<file path="config.mk">
export PLATFORM = sky130hd
export DESIGN_NAME = epoch_to_calendar_unit
export DESIGN_NICKNAME = d
export VERILOG_FILES = /design/src/e2c_pkg.sv /design/src/e2c_front.sv /design/src/e2c_queue.sv /design/src/e2c_back.sv /design/src/epoch_to_calendar_unit.sv
export SDC_FILE = /design/constraint.sdc
export NUM_CORES = 2
export LEC_CHECK = 0
export BUFFER_PORTS_ARGS = -buffer_cell sky130_fd_sc_hd__buf_2
export CORE_MARGIN = 8
export CORE_UTILIZATION = 40
export CTS_BUF_LIST = sky130_fd_sc_hd__clkbuf_4
export CTS_CLUSTER_SIZE = 12
export DETAILED_ROUTE_END_ITERATION = 8
export PLACE_DENSITY = 0.6
export RECOVER_POWER = 100
export SYNTH_ARGS = -nofsm -noshare
export SYNTH_HDL_FRONTEND = slang
export SYNTH_SLANG_ARGS = --single-unit
</file>
<file path="constraint.sdc">
create_clock -name clk -period 21.2 [get_ports clk]
set_input_delay 0 -clock clk [delete_from_list [all_inputs] [get_ports clk]]
set_output_delay 0 -clock clk [all_outputs]
set_load 0.01 [all_outputs]
</file>
<file path="src/e2c_pkg.sv">
// e2c_pkg: shared types, constants and calendar helpers for the epoch to
// calendar converter. No dependencies; used by every module but the checker.

package e2c_pkg;

	// Queue between front and back
	localparam int unsigned E2C_QUEUE_DEPTH = 2;

	// Day count since the epoch fits 16 bits (at most 49710)
	localparam int unsigned DAYS_W = 16;

	// Calendar constants
	localparam logic [7:0] EPOCH_YEAR     = 8'd70;
	localparam logic [7:0] YEAR_2100      = 8'd200;
	localparam logic [8:0] DAYS_LEAP      = 9'd366;
	localparam logic [8:0] DAYS_COMMON    = 9'd365;
	localparam logic [4:0] FEB_LEAP       = 5'd29;
	localparam logic [4:0] FEB_COMMON     = 5'd28;
	localparam logic [6:0] SECS_PER_MIN   = 7'd60;
	localparam logic [6:0] MINS_PER_HOUR  = 7'd60;
	localparam logic [6:0] HOURS_PER_DAY  = 7'd24;
	localparam logic [6:0] DAYS_PER_WEEK  = 7'd7;
	localparam logic [2:0] EPOCH_WEEKDAY  = 3'd4;
	localparam logic [3:0] FEBRUARY       = 4'd1;
	localparam logic [3:0] LAST_MONTH     = 4'd11;

	// Time-of-day split plus day count, handed from front to back
	typedef struct packed {
		logic [5:0]        sec;
		logic [5:0]        min;
		logic [4:0]        hour;
		logic [DAYS_W-1:0] days;
		logic [2:0]        wday;
	} e2c_item_t;

	// Gregorian leap rule over years 1970..2155: only 2000 of the century
	// years is leap, 2100 is not
	function automatic logic is_leap(input logic [7:0] y1900);
		return (y1900[1:0] == 2'b00) && (y1900 != YEAR_2100);
	endfunction

	// Month length, February by leap flag
	function automatic logic [4:0] month_len(input logic [3:0] month, input logic leap);
		logic [4:0] len;
		unique case (month)
			FEBRUARY: len = leap ? FEB_LEAP : FEB_COMMON;
			4'd3, 4'd5, 4'd8, 4'd10: len = 5'd30;
			default: len = 5'd31;
		endcase
		return len;
	endfunction

endpackage

</file>
<file path="src/e2c_front.sv">
// e2c_front: accepts epoch words and splits them into seconds, minutes,
// hours, day count and weekday with a shared reciprocal multiplier. Uses e2c_pkg.

module e2c_front (
	input  logic                clk,
	input  logic                arst_n,
	input  logic                epoch_valid,
	output logic                epoch_stall,
	input  logic [31:0]         epoch_seconds,
	output logic                push,
	output e2c_pkg::e2c_item_t  push_item,
	input  logic                full
);
	import e2c_pkg::*;

	typedef enum logic [2:0] {
		F_IDLE = 3'b001,
		F_DIV  = 3'b010,
		F_PUSH = 3'b100
	} front_state_t;

	typedef enum logic [1:0] {
		PH_SEC,
		PH_MIN,
		PH_HOUR,
		PH_WDAY
	} div_phase_t;

	// Reciprocals: q = (n * RECIP) >> shift, exact over each phase's dividend range
	localparam logic [31:0] RECIP_60 = 32'h88888889;	// shift 37, any 32-bit n
	localparam logic [31:0] RECIP_24 = 32'hAAAAAAAB;	// shift 36, any 32-bit n
	localparam logic [31:0] RECIP_7  = 32'h92492493;	// shift 34, n below 2^31

	front_state_t state_q;
	div_phase_t   phase_q;
	logic         rem_step_q;
	logic [31:0]  work_q;
	logic [31:0]  quo_q;
	e2c_item_t    item_q;

	logic [31:0]  recip;
	logic [6:0]   divisor;
	logic [63:0]  prod;
	logic [31:0]  quo_d;
	logic [31:0]  rem_full;
	logic [5:0]   rem_d;

	// Reciprocal, divisor and product shift for the current phase
	always_comb begin
		unique case (phase_q)
			PH_SEC: begin
				recip   = RECIP_60;
				divisor = SECS_PER_MIN;
				quo_d   = 32'(prod[63:37]);
			end
			PH_MIN: begin
				recip   = RECIP_60;
				divisor = MINS_PER_HOUR;
				quo_d   = 32'(prod[63:37]);
			end
			PH_HOUR: begin
				recip   = RECIP_24;
				divisor = HOURS_PER_DAY;
				quo_d   = 32'(prod[63:36]);
			end
			PH_WDAY: begin
				recip   = RECIP_7;
				divisor = DAYS_PER_WEEK;
				quo_d   = 32'(prod[63:34]);
			end
		endcase
	end

	// Each phase first registers the quotient, then forms the remainder from it
	assign prod     = 64'(work_q) * 64'(recip);
	assign rem_full = work_q - quo_q * 32'(divisor);
	assign rem_d    = rem_full[5:0];

	// Control
	always_ff @(posedge clk or negedge arst_n) begin
		if (!arst_n) begin
			state_q    <= F_IDLE;
			phase_q    <= PH_SEC;
			rem_step_q <= 1'b0;
		end else begin
			unique case (state_q)
				F_IDLE: begin
					if (epoch_valid) begin
						state_q    <= F_DIV;
						phase_q    <= PH_SEC;
						rem_step_q <= 1'b0;
					end
				end
				F_DIV: begin
					rem_step_q <= !rem_step_q;
					if (rem_step_q) begin
						phase_q <= div_phase_t'(phase_q + 2'd1);
						if (phase_q == PH_WDAY) begin
							state_q <= F_PUSH;
						end
					end
				end
				F_PUSH: begin
					if (!full) begin
						state_q <= F_IDLE;
					end
				end
				default: state_q <= F_IDLE;
			endcase
		end
	end

	// Divider datapath and captured fields
	always_ff @(posedge clk) begin
		if (state_q == F_IDLE) begin
			work_q <= epoch_seconds;
		end else if (state_q == F_DIV) begin
			if (!rem_step_q) begin
				quo_q <= quo_d;
			end else begin
				unique case (phase_q)
					PH_SEC: begin
						item_q.sec <= rem_d;
						work_q     <= quo_q;
					end
					PH_MIN: begin
						item_q.min <= rem_d;
						work_q     <= quo_q;
					end
					PH_HOUR: begin
						item_q.hour <= rem_d[4:0];
						item_q.days <= quo_q[DAYS_W-1:0];
						work_q      <= quo_q + 32'(EPOCH_WEEKDAY);
					end
					PH_WDAY: begin
						item_q.wday <= rem_d[2:0];
					end
				endcase
			end
		end
	end

	assign epoch_stall = (state_q != F_IDLE);
	assign push        = (state_q == F_PUSH) && !full;
	assign push_item   = item_q;

endmodule

</file>
<file path="src/e2c_queue.sv">
// e2c_queue: short FIFO of split words between front and back.
// Uses e2c_pkg for the word type and default depth.

module e2c_queue #(
	parameter int unsigned DEPTH = e2c_pkg::E2C_QUEUE_DEPTH
) (
	input  logic                clk,
	input  logic                arst_n,
	input  logic                push,
	input  e2c_pkg::e2c_item_t  push_item,
	output logic                full,
	input  logic                pop,
	output e2c_pkg::e2c_item_t  pop_item,
	output logic                empty
);
	import e2c_pkg::*;

	localparam int unsigned PTR_W = (DEPTH > 1) ? $clog2(DEPTH) : 1;
	localparam int unsigned CNT_W = $clog2(DEPTH + 1);
	localparam logic [PTR_W-1:0] LAST_PTR = PTR_W'(DEPTH - 1);

	e2c_item_t        mem_q [DEPTH];
	logic [PTR_W-1:0] wr_ptr_q;
	logic [PTR_W-1:0] rd_ptr_q;
	logic [CNT_W-1:0] count_q;

	// Pointers and fill count
	always_ff @(posedge clk or negedge arst_n) begin
		if (!arst_n) begin
			wr_ptr_q <= '0;
			rd_ptr_q <= '0;
			count_q  <= '0;
		end else begin
			if (push) begin
				wr_ptr_q <= (wr_ptr_q == LAST_PTR) ? '0 : wr_ptr_q + 1'b1;
			end
			if (pop) begin
				rd_ptr_q <= (rd_ptr_q == LAST_PTR) ? '0 : rd_ptr_q + 1'b1;
			end
			unique case ({push, pop})
				2'b10:   count_q <= count_q + 1'b1;
				2'b01:   count_q <= count_q - 1'b1;
				default: count_q <= count_q;
			endcase
		end
	end

	// Storage
	always_ff @(posedge clk) begin
		if (push) begin
			mem_q[wr_ptr_q] <= push_item;
		end
	end

	assign pop_item = mem_q[rd_ptr_q];
	assign full     = (count_q == CNT_W'(DEPTH));
	assign empty    = (count_q == '0);

endmodule

</file>
<file path="src/e2c_back.sv">
// e2c_back: steps a day count through years and months and presents the
// finished calendar word in an output register. Uses e2c_pkg.

module e2c_back (
	input  logic                clk,
	input  logic                arst_n,
	output logic                pop,
	input  e2c_pkg::e2c_item_t  pop_item,
	input  logic                empty,
	output logic                cal_valid,
	input  logic                cal_stall,
	output logic [5:0]          second_of_minute,
	output logic [5:0]          minute_of_hour,
	output logic [4:0]          hour_of_day,
	output logic [4:0]          day_of_month,
	output logic [3:0]          month_index,
	output logic [7:0]          years_since_1900,
	output logic [2:0]          week_day
);
	import e2c_pkg::*;

	typedef enum logic [2:0] {
		B_IDLE  = 3'b001,
		B_YEAR  = 3'b010,
		B_MONTH = 3'b100
	} back_state_t;

	back_state_t       state_q;
	logic              cal_valid_q;
	e2c_item_t         hold_q;
	logic [DAYS_W-1:0] days_q;
	logic [7:0]        year_q;
	logic [3:0]        month_q;

	logic [5:0]        sec_q;
	logic [5:0]        min_q;
	logic [4:0]        hour_q;
	logic [4:0]        mday_q;
	logic [3:0]        mon_q;
	logic [7:0]        yr_q;
	logic [2:0]        wday_q;

	logic              leap;
	logic [8:0]        year_len;
	logic [4:0]        mon_len;
	logic              year_fits;
	logic              month_done;
	logic              out_free;
	logic              emit;

	// Length of the current year and month
	assign leap       = is_leap(year_q);
	assign year_len   = leap ? DAYS_LEAP : DAYS_COMMON;
	assign mon_len    = month_len(month_q, leap);
	assign year_fits  = (days_q < DAYS_W'(year_len));
	// December takes whatever is left
	assign month_done = (days_q < DAYS_W'(mon_len)) || (month_q == LAST_MONTH);
	assign out_free   = !cal_valid_q || !cal_stall;
	assign emit       = (state_q == B_MONTH) && month_done && out_free;
	assign pop        = (state_q == B_IDLE) && !empty;

	// Control
	always_ff @(posedge clk or negedge arst_n) begin
		if (!arst_n) begin
			state_q     <= B_IDLE;
			cal_valid_q <= 1'b0;
		end else begin
			unique case (state_q)
				B_IDLE: begin
					if (!empty) begin
						state_q <= B_YEAR;
					end
				end
				B_YEAR: begin
					if (year_fits) begin
						state_q <= B_MONTH;
					end
				end
				B_MONTH: begin
					if (emit) begin
						state_q <= B_IDLE;
					end
				end
				default: state_q <= B_IDLE;
			endcase
			if (emit) begin
				cal_valid_q <= 1'b1;
			end else if (!cal_stall) begin
				cal_valid_q <= 1'b0;
			end
		end
	end

	// Year and month stepping
	always_ff @(posedge clk) begin
		if (pop) begin
			hold_q  <= pop_item;
			days_q  <= pop_item.days;
			year_q  <= EPOCH_YEAR;
			month_q <= '0;
		end else if ((state_q == B_YEAR) && !year_fits) begin
			days_q <= days_q - DAYS_W'(year_len);
			year_q <= year_q + 8'd1;
		end else if ((state_q == B_MONTH) && !month_done) begin
			days_q  <= days_q - DAYS_W'(mon_len);
			month_q <= month_q + 4'd1;
		end
	end

	// Output word register
	always_ff @(posedge clk) begin
		if (emit) begin
			sec_q  <= hold_q.sec;
			min_q  <= hold_q.min;
			hour_q <= hold_q.hour;
			mday_q <= days_q[4:0] + 5'd1;
			mon_q  <= month_q;
			yr_q   <= year_q;
			wday_q <= hold_q.wday;
		end
	end

	assign cal_valid        = cal_valid_q;
	assign second_of_minute = sec_q;
	assign minute_of_hour   = min_q;
	assign hour_of_day      = hour_q;
	assign day_of_month     = mday_q;
	assign month_index      = mon_q;
	assign years_since_1900 = yr_q;
	assign week_day         = wday_q;

endmodule

</file>
<file path="src/epoch_to_calendar_unit.sv">
// epoch_to_calendar_unit: top level of the Unix seconds to UTC calendar converter.
// Depends on e2c_pkg, e2c_front, e2c_queue and e2c_back.

// Converts a 32-bit count of seconds since 1970-01-01 00:00:00 UTC into
// second, minute, hour, day of month, month (0 = January), year minus 1900
// and weekday (0 = Sunday), one output word per input word. The front
// splits off seconds, minutes, hours and weekday with one shared reciprocal
// multiplier, forming each quotient and then its remainder, and takes no new
// word until it has pushed the last one into the queue. The back walks the
// day count one year per cycle from 1970 and then one month per cycle. A
// small queue between them lets the front split the next word while the
// back is still stepping. The output word sits in a register, so a stall on
// the output side holds the back first and reaches the front only once the
// queue is full.

module epoch_to_calendar_unit #(
	parameter int unsigned QUEUE_DEPTH = e2c_pkg::E2C_QUEUE_DEPTH
) (
	input  logic        clk,
	input  logic        arst_n,
	input  logic        epoch_valid,
	output logic        epoch_stall,
	input  logic [31:0] epoch_seconds,
	output logic        cal_valid,
	input  logic        cal_stall,
	output logic [5:0]  second_of_minute,
	output logic [5:0]  minute_of_hour,
	output logic [4:0]  hour_of_day,
	output logic [4:0]  day_of_month,
	output logic [3:0]  month_index,
	output logic [7:0]  years_since_1900,
	output logic [2:0]  week_day
);
	import e2c_pkg::*;

	logic      push;
	logic      full;
	logic      pop;
	logic      empty;
	e2c_item_t push_item;
	e2c_item_t pop_item;

	// Front: time-of-day split
	e2c_front u_front (
		.clk           (clk),
		.arst_n        (arst_n),
		.epoch_valid   (epoch_valid),
		.epoch_stall   (epoch_stall),
		.epoch_seconds (epoch_seconds),
		.push          (push),
		.push_item     (push_item),
		.full          (full)
	);

	// Decoupling queue
	e2c_queue #(
		.DEPTH (QUEUE_DEPTH)
	) u_queue (
		.clk       (clk),
		.arst_n    (arst_n),
		.push      (push),
		.push_item (push_item),
		.full      (full),
		.pop       (pop),
		.pop_item  (pop_item),
		.empty     (empty)
	);

	// Back: date stepping and output register
	e2c_back u_back (
		.clk              (clk),
		.arst_n           (arst_n),
		.pop              (pop),
		.pop_item         (pop_item),
		.empty            (empty),
		.cal_valid        (cal_valid),
		.cal_stall        (cal_stall),
		.second_of_minute (second_of_minute),
		.minute_of_hour   (minute_of_hour),
		.hour_of_day      (hour_of_day),
		.day_of_month     (day_of_month),
		.month_index      (month_index),
		.years_since_1900 (years_since_1900),
		.week_day         (week_day)
	);

endmodule

</file>
# --- Yosys cells after proc, flatten, opt, wreduce, memory -nomap -nowiden ---
# Memories as Yosys holds them, arrays and structs flattened.
# Index checks and enable logic that the tools add are counted.
word_totals:
  inputBits: 36
  ff_bits: 199
  output_inout_bits: 39
  mem_bits_rw: 72
  elab_cells: 148
  memories: 1
classes:
  n_reduce_logical: 37
  mux: 34
  n_eq_ne: 28
  order_cmp: 2
  mul: 2
  n_addsub: 12
  bitwise: 3
memory_table:
  columns: ["memory", "words", "word_bits", "read_ports", "rd_clocked_by_memory_dff", "wr", "line_no", "rtl"]
  rows:
  - ["u_queue.mem_q", 2, 36, 1, 0, 1, "e2c_queue.sv:22", "e2c_item_t mem_q [DEPTH];"]
ops:
  columns: ["op", "count"]
  rows:
  - ["$pmux 32 s3", 2]
  - ["$mux 32", 3]
  - ["$mul 32x32->64", 1]
  - ["$pmux 32 s2", 1]
  - ["$mux 16", 3]
  - ["$add 32x3->32 const B", 1]
  - ["$mul 32x7->6", 1]
  - ["$mux 3", 7]
  - ["$pmux 7 s3", 1]
  - ["$reduce_and 4->1", 5]
  - ["$pmux 3 s3", 2]
  - ["$lt 16x5->1", 1]
  - ["$lt 16x9->1", 1]
  - ["$sub 16x5->16", 1]
  - ["$sub 16x9->16", 1]
  - ["$eq 4x4->1 const B", 3]
  - ["$reduce_and 3->1", 4]
  - ["$ne 2x1->1 const B", 5]
  - ["$pmux 5 s2", 1]
  - ["$add 8x1->8 const B", 1]
  - ["$eq 2x2->1 const B", 4]
  - ["$mux 1", 8]
  - ["$ne 8x8->1 const B", 1]
  - ["$pmux 2 s2", 2]
  - ["other kinds (27)", 58]

# --- Longest topological paths before layout ---
depth:
  ltp_word: 11
  ltp_mapped: 32
  mapped_depth_nobuf: 29

# --- Cells and area by module ---
# Synthesis repeated with hierarchy kept, for this count alone.
unflattened:
  hier_cells: 3186
  hier_area_um2: 34483.1
by_module_without_submodules:
  columns: ["module", "instances", "area_each_um2", "cells_per_inst"]
  rows:
  - ["e2c_front", 1, 27619.0, 2753]
  - ["e2c_back", 1, 3932.5, 305]
  - ["e2c_queue", 1, 2931.6, 128]

# --- Least setup slack after synthesis ---
# Ideal clock, no wire load.
synth_timing:
  path_kind: "flip-flop to flip-flop"
  start: "register u_front.phase_q[0]"
  end: "register u_front.quo_q[19] (data pin)"
  setup_ns: 0.261
  t_required_ns: 20.939
  path_stages_with_launch: 31
  slack_ns: 12.912
  arrival_ns: 8.027
  synth_period_minus_slack_ns: 8.288
  cell_sequence: "dfrtp_1 -> inv_1 -> ha_1 -> clkbuf_1 -> buf_1 -> clkbuf_1 -> clkbuf_1 -> and2_1 -> ha_1 -> fa_1 -> inv_1 -> fa_1 -> fa_1 -> inv_1 -> fa_1 -> fa_1 -> fa_1 -> inv_1 -> fa_1 -> inv_1 -> ha_1 -> and4_4 -> and3_4 -> nand3_1 -> o32ai_2 -> nor2_4 -> a21oi_2 -> a2111o_1 -> a21boi_2 -> xnor2_1 -> a221o_1"
synth_between:
  elab_chain_cells: 5
  elab_cells_between_ends: 8
  cone_classes: "1 x mul; 3 x eq/ne; 2 x mux; 2 x reduce/logical"
synth_rtl:
  columns: ["element", "line_no", "rtl"]
  rows:
  - ["start, declared", "e2c_front.sv:35", "div_phase_t phase_q;"]
  - ["start signal, assigned", "e2c_front.sv:97", "phase_q <= div_phase_t'(phase_q + 2'd1);"]
  - ["$eq 2x1->1 or $logic_not 2->1 (tied branches)", "e2c_front.sv:50", "unique case (phase_q)"]
  - ["$reduce_or 2->1 (no source line)", null, null]
  - ["$pmux 32 s3", "e2c_front.sv:50", null]
  - ["$mul 32x32->64", "e2c_front.sv:75", "assign prod = 64'(work_q) * 64'(recip);"]
  - ["$pmux 32 s3 *", "e2c_front.sv:50", null]
  - ["named net u_front.quo_d[19]", "e2c_front.sv:44", "logic [31:0] quo_d;"]
  - ["end signal, assigned", "e2c_front.sv:119", "quo_q <= quo_d;"]
  - ["end, declared", "e2c_front.sv:38", "logic [31:0] quo_q;"]
# The timed path passes the listed nets; every way through them passes the cells marked *. The select of a mux whose other input is x is not followed.
# A chain may end at the register's enable or synchronous reset.

# --- Worst setup path after layout ---
layout_timing:
  start: "register u_front.phase_q[1]"
  end: "register u_front.quo_q[19] (data pin)"
# The elaborated chain is that of the path after synthesis.

==> flow_summary.yaml <==
place:
  preCtsSetupSlack_ps: 11390
  place_hpwl_um: 81400
  placedInstanceArea_mm2: 0.0353
  place_inst: 4228
  placement.io_buffers: 74
  gp_congestion: 0.990
clock_tree:
  postCtsResizedCells: 0
  htree_levels: 2
  post_cts_setup_buffer_count: 0
  clk_root_buffer_cell: "clkbuf_4"
  cts_buffer_depth: 3
  cts.reportedPaths.clkPinSlew_ps: 70
  cts_num_sinks: 269
  tritoncts: "done"
  cts_made_buffers: 58
  worstSkewPairLatency_ps: 740
sta:
  finalWorstSetupSlack_ps: 7580
  final_hold_viol_count: 0
  report.final.setup_viol: 0
  post-route-period-util_pct: 64.3
  tightestPinTransition_ps: 4780
  fin_tns_setup_ps: 0
  finalWorstPathRequiredPeriod_ps: 13620
  timing_max_transition_violations_final: 457
  rsz0062_at_grt: "false"
  max-slew-margin-rel_pct: -222
  worst_clock_skew_ps: 88.9
  upper_clock_frequency_limit_ghz: 0.0734
min_path:
  worst_hold_path.num_cells: 4
  hold-path-endpoint: "u_front.work_q[25]"
  worst_hold_startpoint: "epoch_seconds[25]"
  hold_class: "input port to flop"
routing:
  ant_nets: 0
  drt_wl_total_um: 95100
  routedWlPerCell_um: 21.7
  drt_iter0_markers: 1938
  drc: 0
  total_via_count_in_the_routed_design: 22700
  drt_via_density: 5.20
  detail_route.first_pass.iterations: 5
global_route:
  first_global_vias: 23600
  grt_first_pass_wirelength_um: 146000
  antenna_found_initial: 1
  met3_usage_pct: 2.76
  grt-ovfl-total: 0
  grt.total_usage_pct: 20.3
  groute.layer.met1.usage_pct: 28.2
  global_route.usage.met2_pct: 33.0
  grt_max_degree: 64
  grt_most_used_layer: "met2"
logic_synthesis:
  asyncSetResetFlopFracSynth_pct: 5.20
  yosysTopAreaCellShare_pct: 31.6
  synth_area_leaders: "fa_1 (32%), edfxtp_1 (22%), ha_1 (14%)"
  post_synth_fa_ha_maj_area_fraction_pct: 45.7
  synth_seq_cells: 269
  synth-compound-area-share_pct: 6.88
  synth.avg_cell_area_um2: 10.7
  dominant_combinational_cell_family_by_area_after_synthesis: "adder cells"
  synth_enable_flop_cells: 243
  synthesis.nets: 4081
  syn-cell-area_mm2: 0.0337
  syn_inst: 3135
  synth_warnings: 0
  synth_top_cell_by_area: "fa_1"
  count_of_distinct_cell_types_in_the_synthesized_netlist: 71
  ys_seq_area_share_pct: 23.4
  synthMuxAreaShare_pct: 1.30
  synth_simple_gate_area_share_pct: 8.26
  xor_xnor_cell_area_share_of_the_yosys_netlist_pct: 5.90
  synth_ff_type: "edfxtp_1"
outcome:
  failed_checks: "capacitance limit, slew limit"
  outcome: "finished, violations left"
critical_path:
  worstReg2RegEnd: "u_front.quo_q[19]"
  timing.critical_path.slowest_stage_cell: "clkbuf_1"
  critical-path-max-stage-delay_ps: 2480
  register_to_register_setup_slack_ps: 7580
  cp_data_arrival_time_ps: 14040
  worst_reg2reg_path_depth: 26
  crit_path_start_kind: "flop"
  critPathCaptureType: "flop"
  cp_common_cell: "fa_1"
  cp_required_ps: 21620
  cell_family_with_most_cp_delay: "buffers and inverters"
  path_buf_inv: 3
  critical_path.reg2reg.startpoint: "u_front.phase_q[1]"
  worstPathMaxFanout: 56
  critical_path_class: "flop to flop"
die:
  die_h_um: 306
  initial_core_util_pct: 40.3
  ioPinCount: 75
  rows: 106
  coreArea_mm2: 0.0836
  die-area_mm2: 0.0938
  fp.dieW_um: 306
finish:
  drive_above_1_share_pct: 5.80
  layoutNonFillerInstCount: 4373
  layout_stage_area_growth_over_the_synthesis_result_pct: 7.71
  layout.cell_area.non_filler_mm2: 0.0363
  fin_nets: 4191
  commonest_cells_after_routing_fill_and_taps_aside: "inv_1 (677), fa_1 (531), ha_1 (378)"
  layout_commonest_cell: "inv_1"
flow_run:
  timing.max_cap.violations: 11
worst reg2reg max path, stage by stage, from the launching register on:
cell,delay [ps]
dfrtp_1,320
clkbuf_1,1700
ha_1,420
clkbuf_1,2480
nor2b_1,760
xnor2_1,750
xnor2_1,130
ha_1,220
a21oi_1,160
fa_1,470
fa_1,520
inv_1,60
fa_1,540
fa_1,470
fa_1,550
fa_1,420
ha_1,360
and3_1,210
and3_1,240
nand3_1,130
o32ai_1,900
nor2_4,60
a21oi_1,370
a2111o_1,330
a21boi_0,150
xnor2_1,200
a221o_1,370
logic make-up after synthesis:
family,Yosys count
flops,269
simple gates,570
buf+inv,761
mux,41
compound gates,354
xor+xnor,227
fa+ha+maj,913
stage by stage:
stage	hold WS, ps	utilization [%]
final	138	43.4
after global routing	91.5	43.4
after CTS	76.0	43.6
after detailed placement	-64.6	42.2
after global placement	-73.9	42.2
after floorplan	-296	-
registers in the layout (all words and copies together) (netlist names), 4 cells and up:
signal / count
u_back.hold_q: 20
u_back.years_since_1900: 8
u_back.year_q: 8
u_back.minute_of_hour: 6
u_back.second_of_minute: 6
u_front.push_item: 36
u_front.quo_q: 30
u_back.hour_of_day: 5
u_queue.mem_q: 72
u_back.days_q: 16
u_back.day_of_month: 5
u_back.month_index: 4
u_front.work_q: 32
u_back.month_q: 4
cell usage after synthesis, types with 8 or more instances:
library cell	n
a31o_2	8
edfxtp_1	243
inv_1	677
o21ai_1	22
xor2_1	90
a22oi_1	19
and3_1	35
mux2i_1	18
o21bai_1	21
o21ai_0	73
nand2_1	200
nor2b_1	36
nor3_1	14
nor2_1	95
nand3_1	56
a41o_1	11
nand2b_1	14
a211oi_1	16
fa_1	531
dfxtp_1	12
buf_1	9
mux2_2	23
xnor2_1	137
a31oi_1	9
ha_1	379
and2_1	57
dfrtp_1	12
clkbuf_1	68
a221o_1	9
a21o_1	44
a21oi_1	85
nand4_1	27
worst max path at each step:
stage,startpoint,to,slack (ps),cells after the start
after global routing,u_front.phase_q[1],u_front.quo_q[19],7220,26
after CTS,u_front.phase_q[1],u_front.quo_q[20],11280,27
final,u_front.phase_q[1],u_front.quo_q[19],7580,26
after detailed placement,u_front.phase_q[1],u_front.quo_q[20],11390,27
after floorplan,u_front.phase_q[0],u_front.quo_q[19],12910,30
after global placement,u_front.phase_q[1],u_front.quo_q[20],11590,27
metal layers:
| layer | wire (um) | vias up |
|---|---|---|
| li1 | - | 10400 |
| met1 | 42300 | 11500 |
| met2 | 44000 | 733 |
| met3 | 5530 | 148 |
| met4 | 3180 | 0 |
| met5 | 0 | - |
final cells by class:
cell class / instances / area [um2]
Fill cell: 7963 / 47300
Multi-Input combinational cell: 2105 / 22900
Sequential cell: 269 / 7890
Inverter: 677 / 2540
Tap cell: 1080 / 1350
Timing Repair Buffer: 134 / 822
Clock buffer: 97 / 728
Clock inverter: 10 / 48.8
Antenna cell: 1 / 2.50
what timing repair did:
action,CTS,global route
hold buffers,37,0
hold endpoints to repair,54,0
endpoints found under the setup margin,0,0
Power is not shown: default switching activity piles up to over one toggle a cycle in this logic, so the estimate is an artifact.
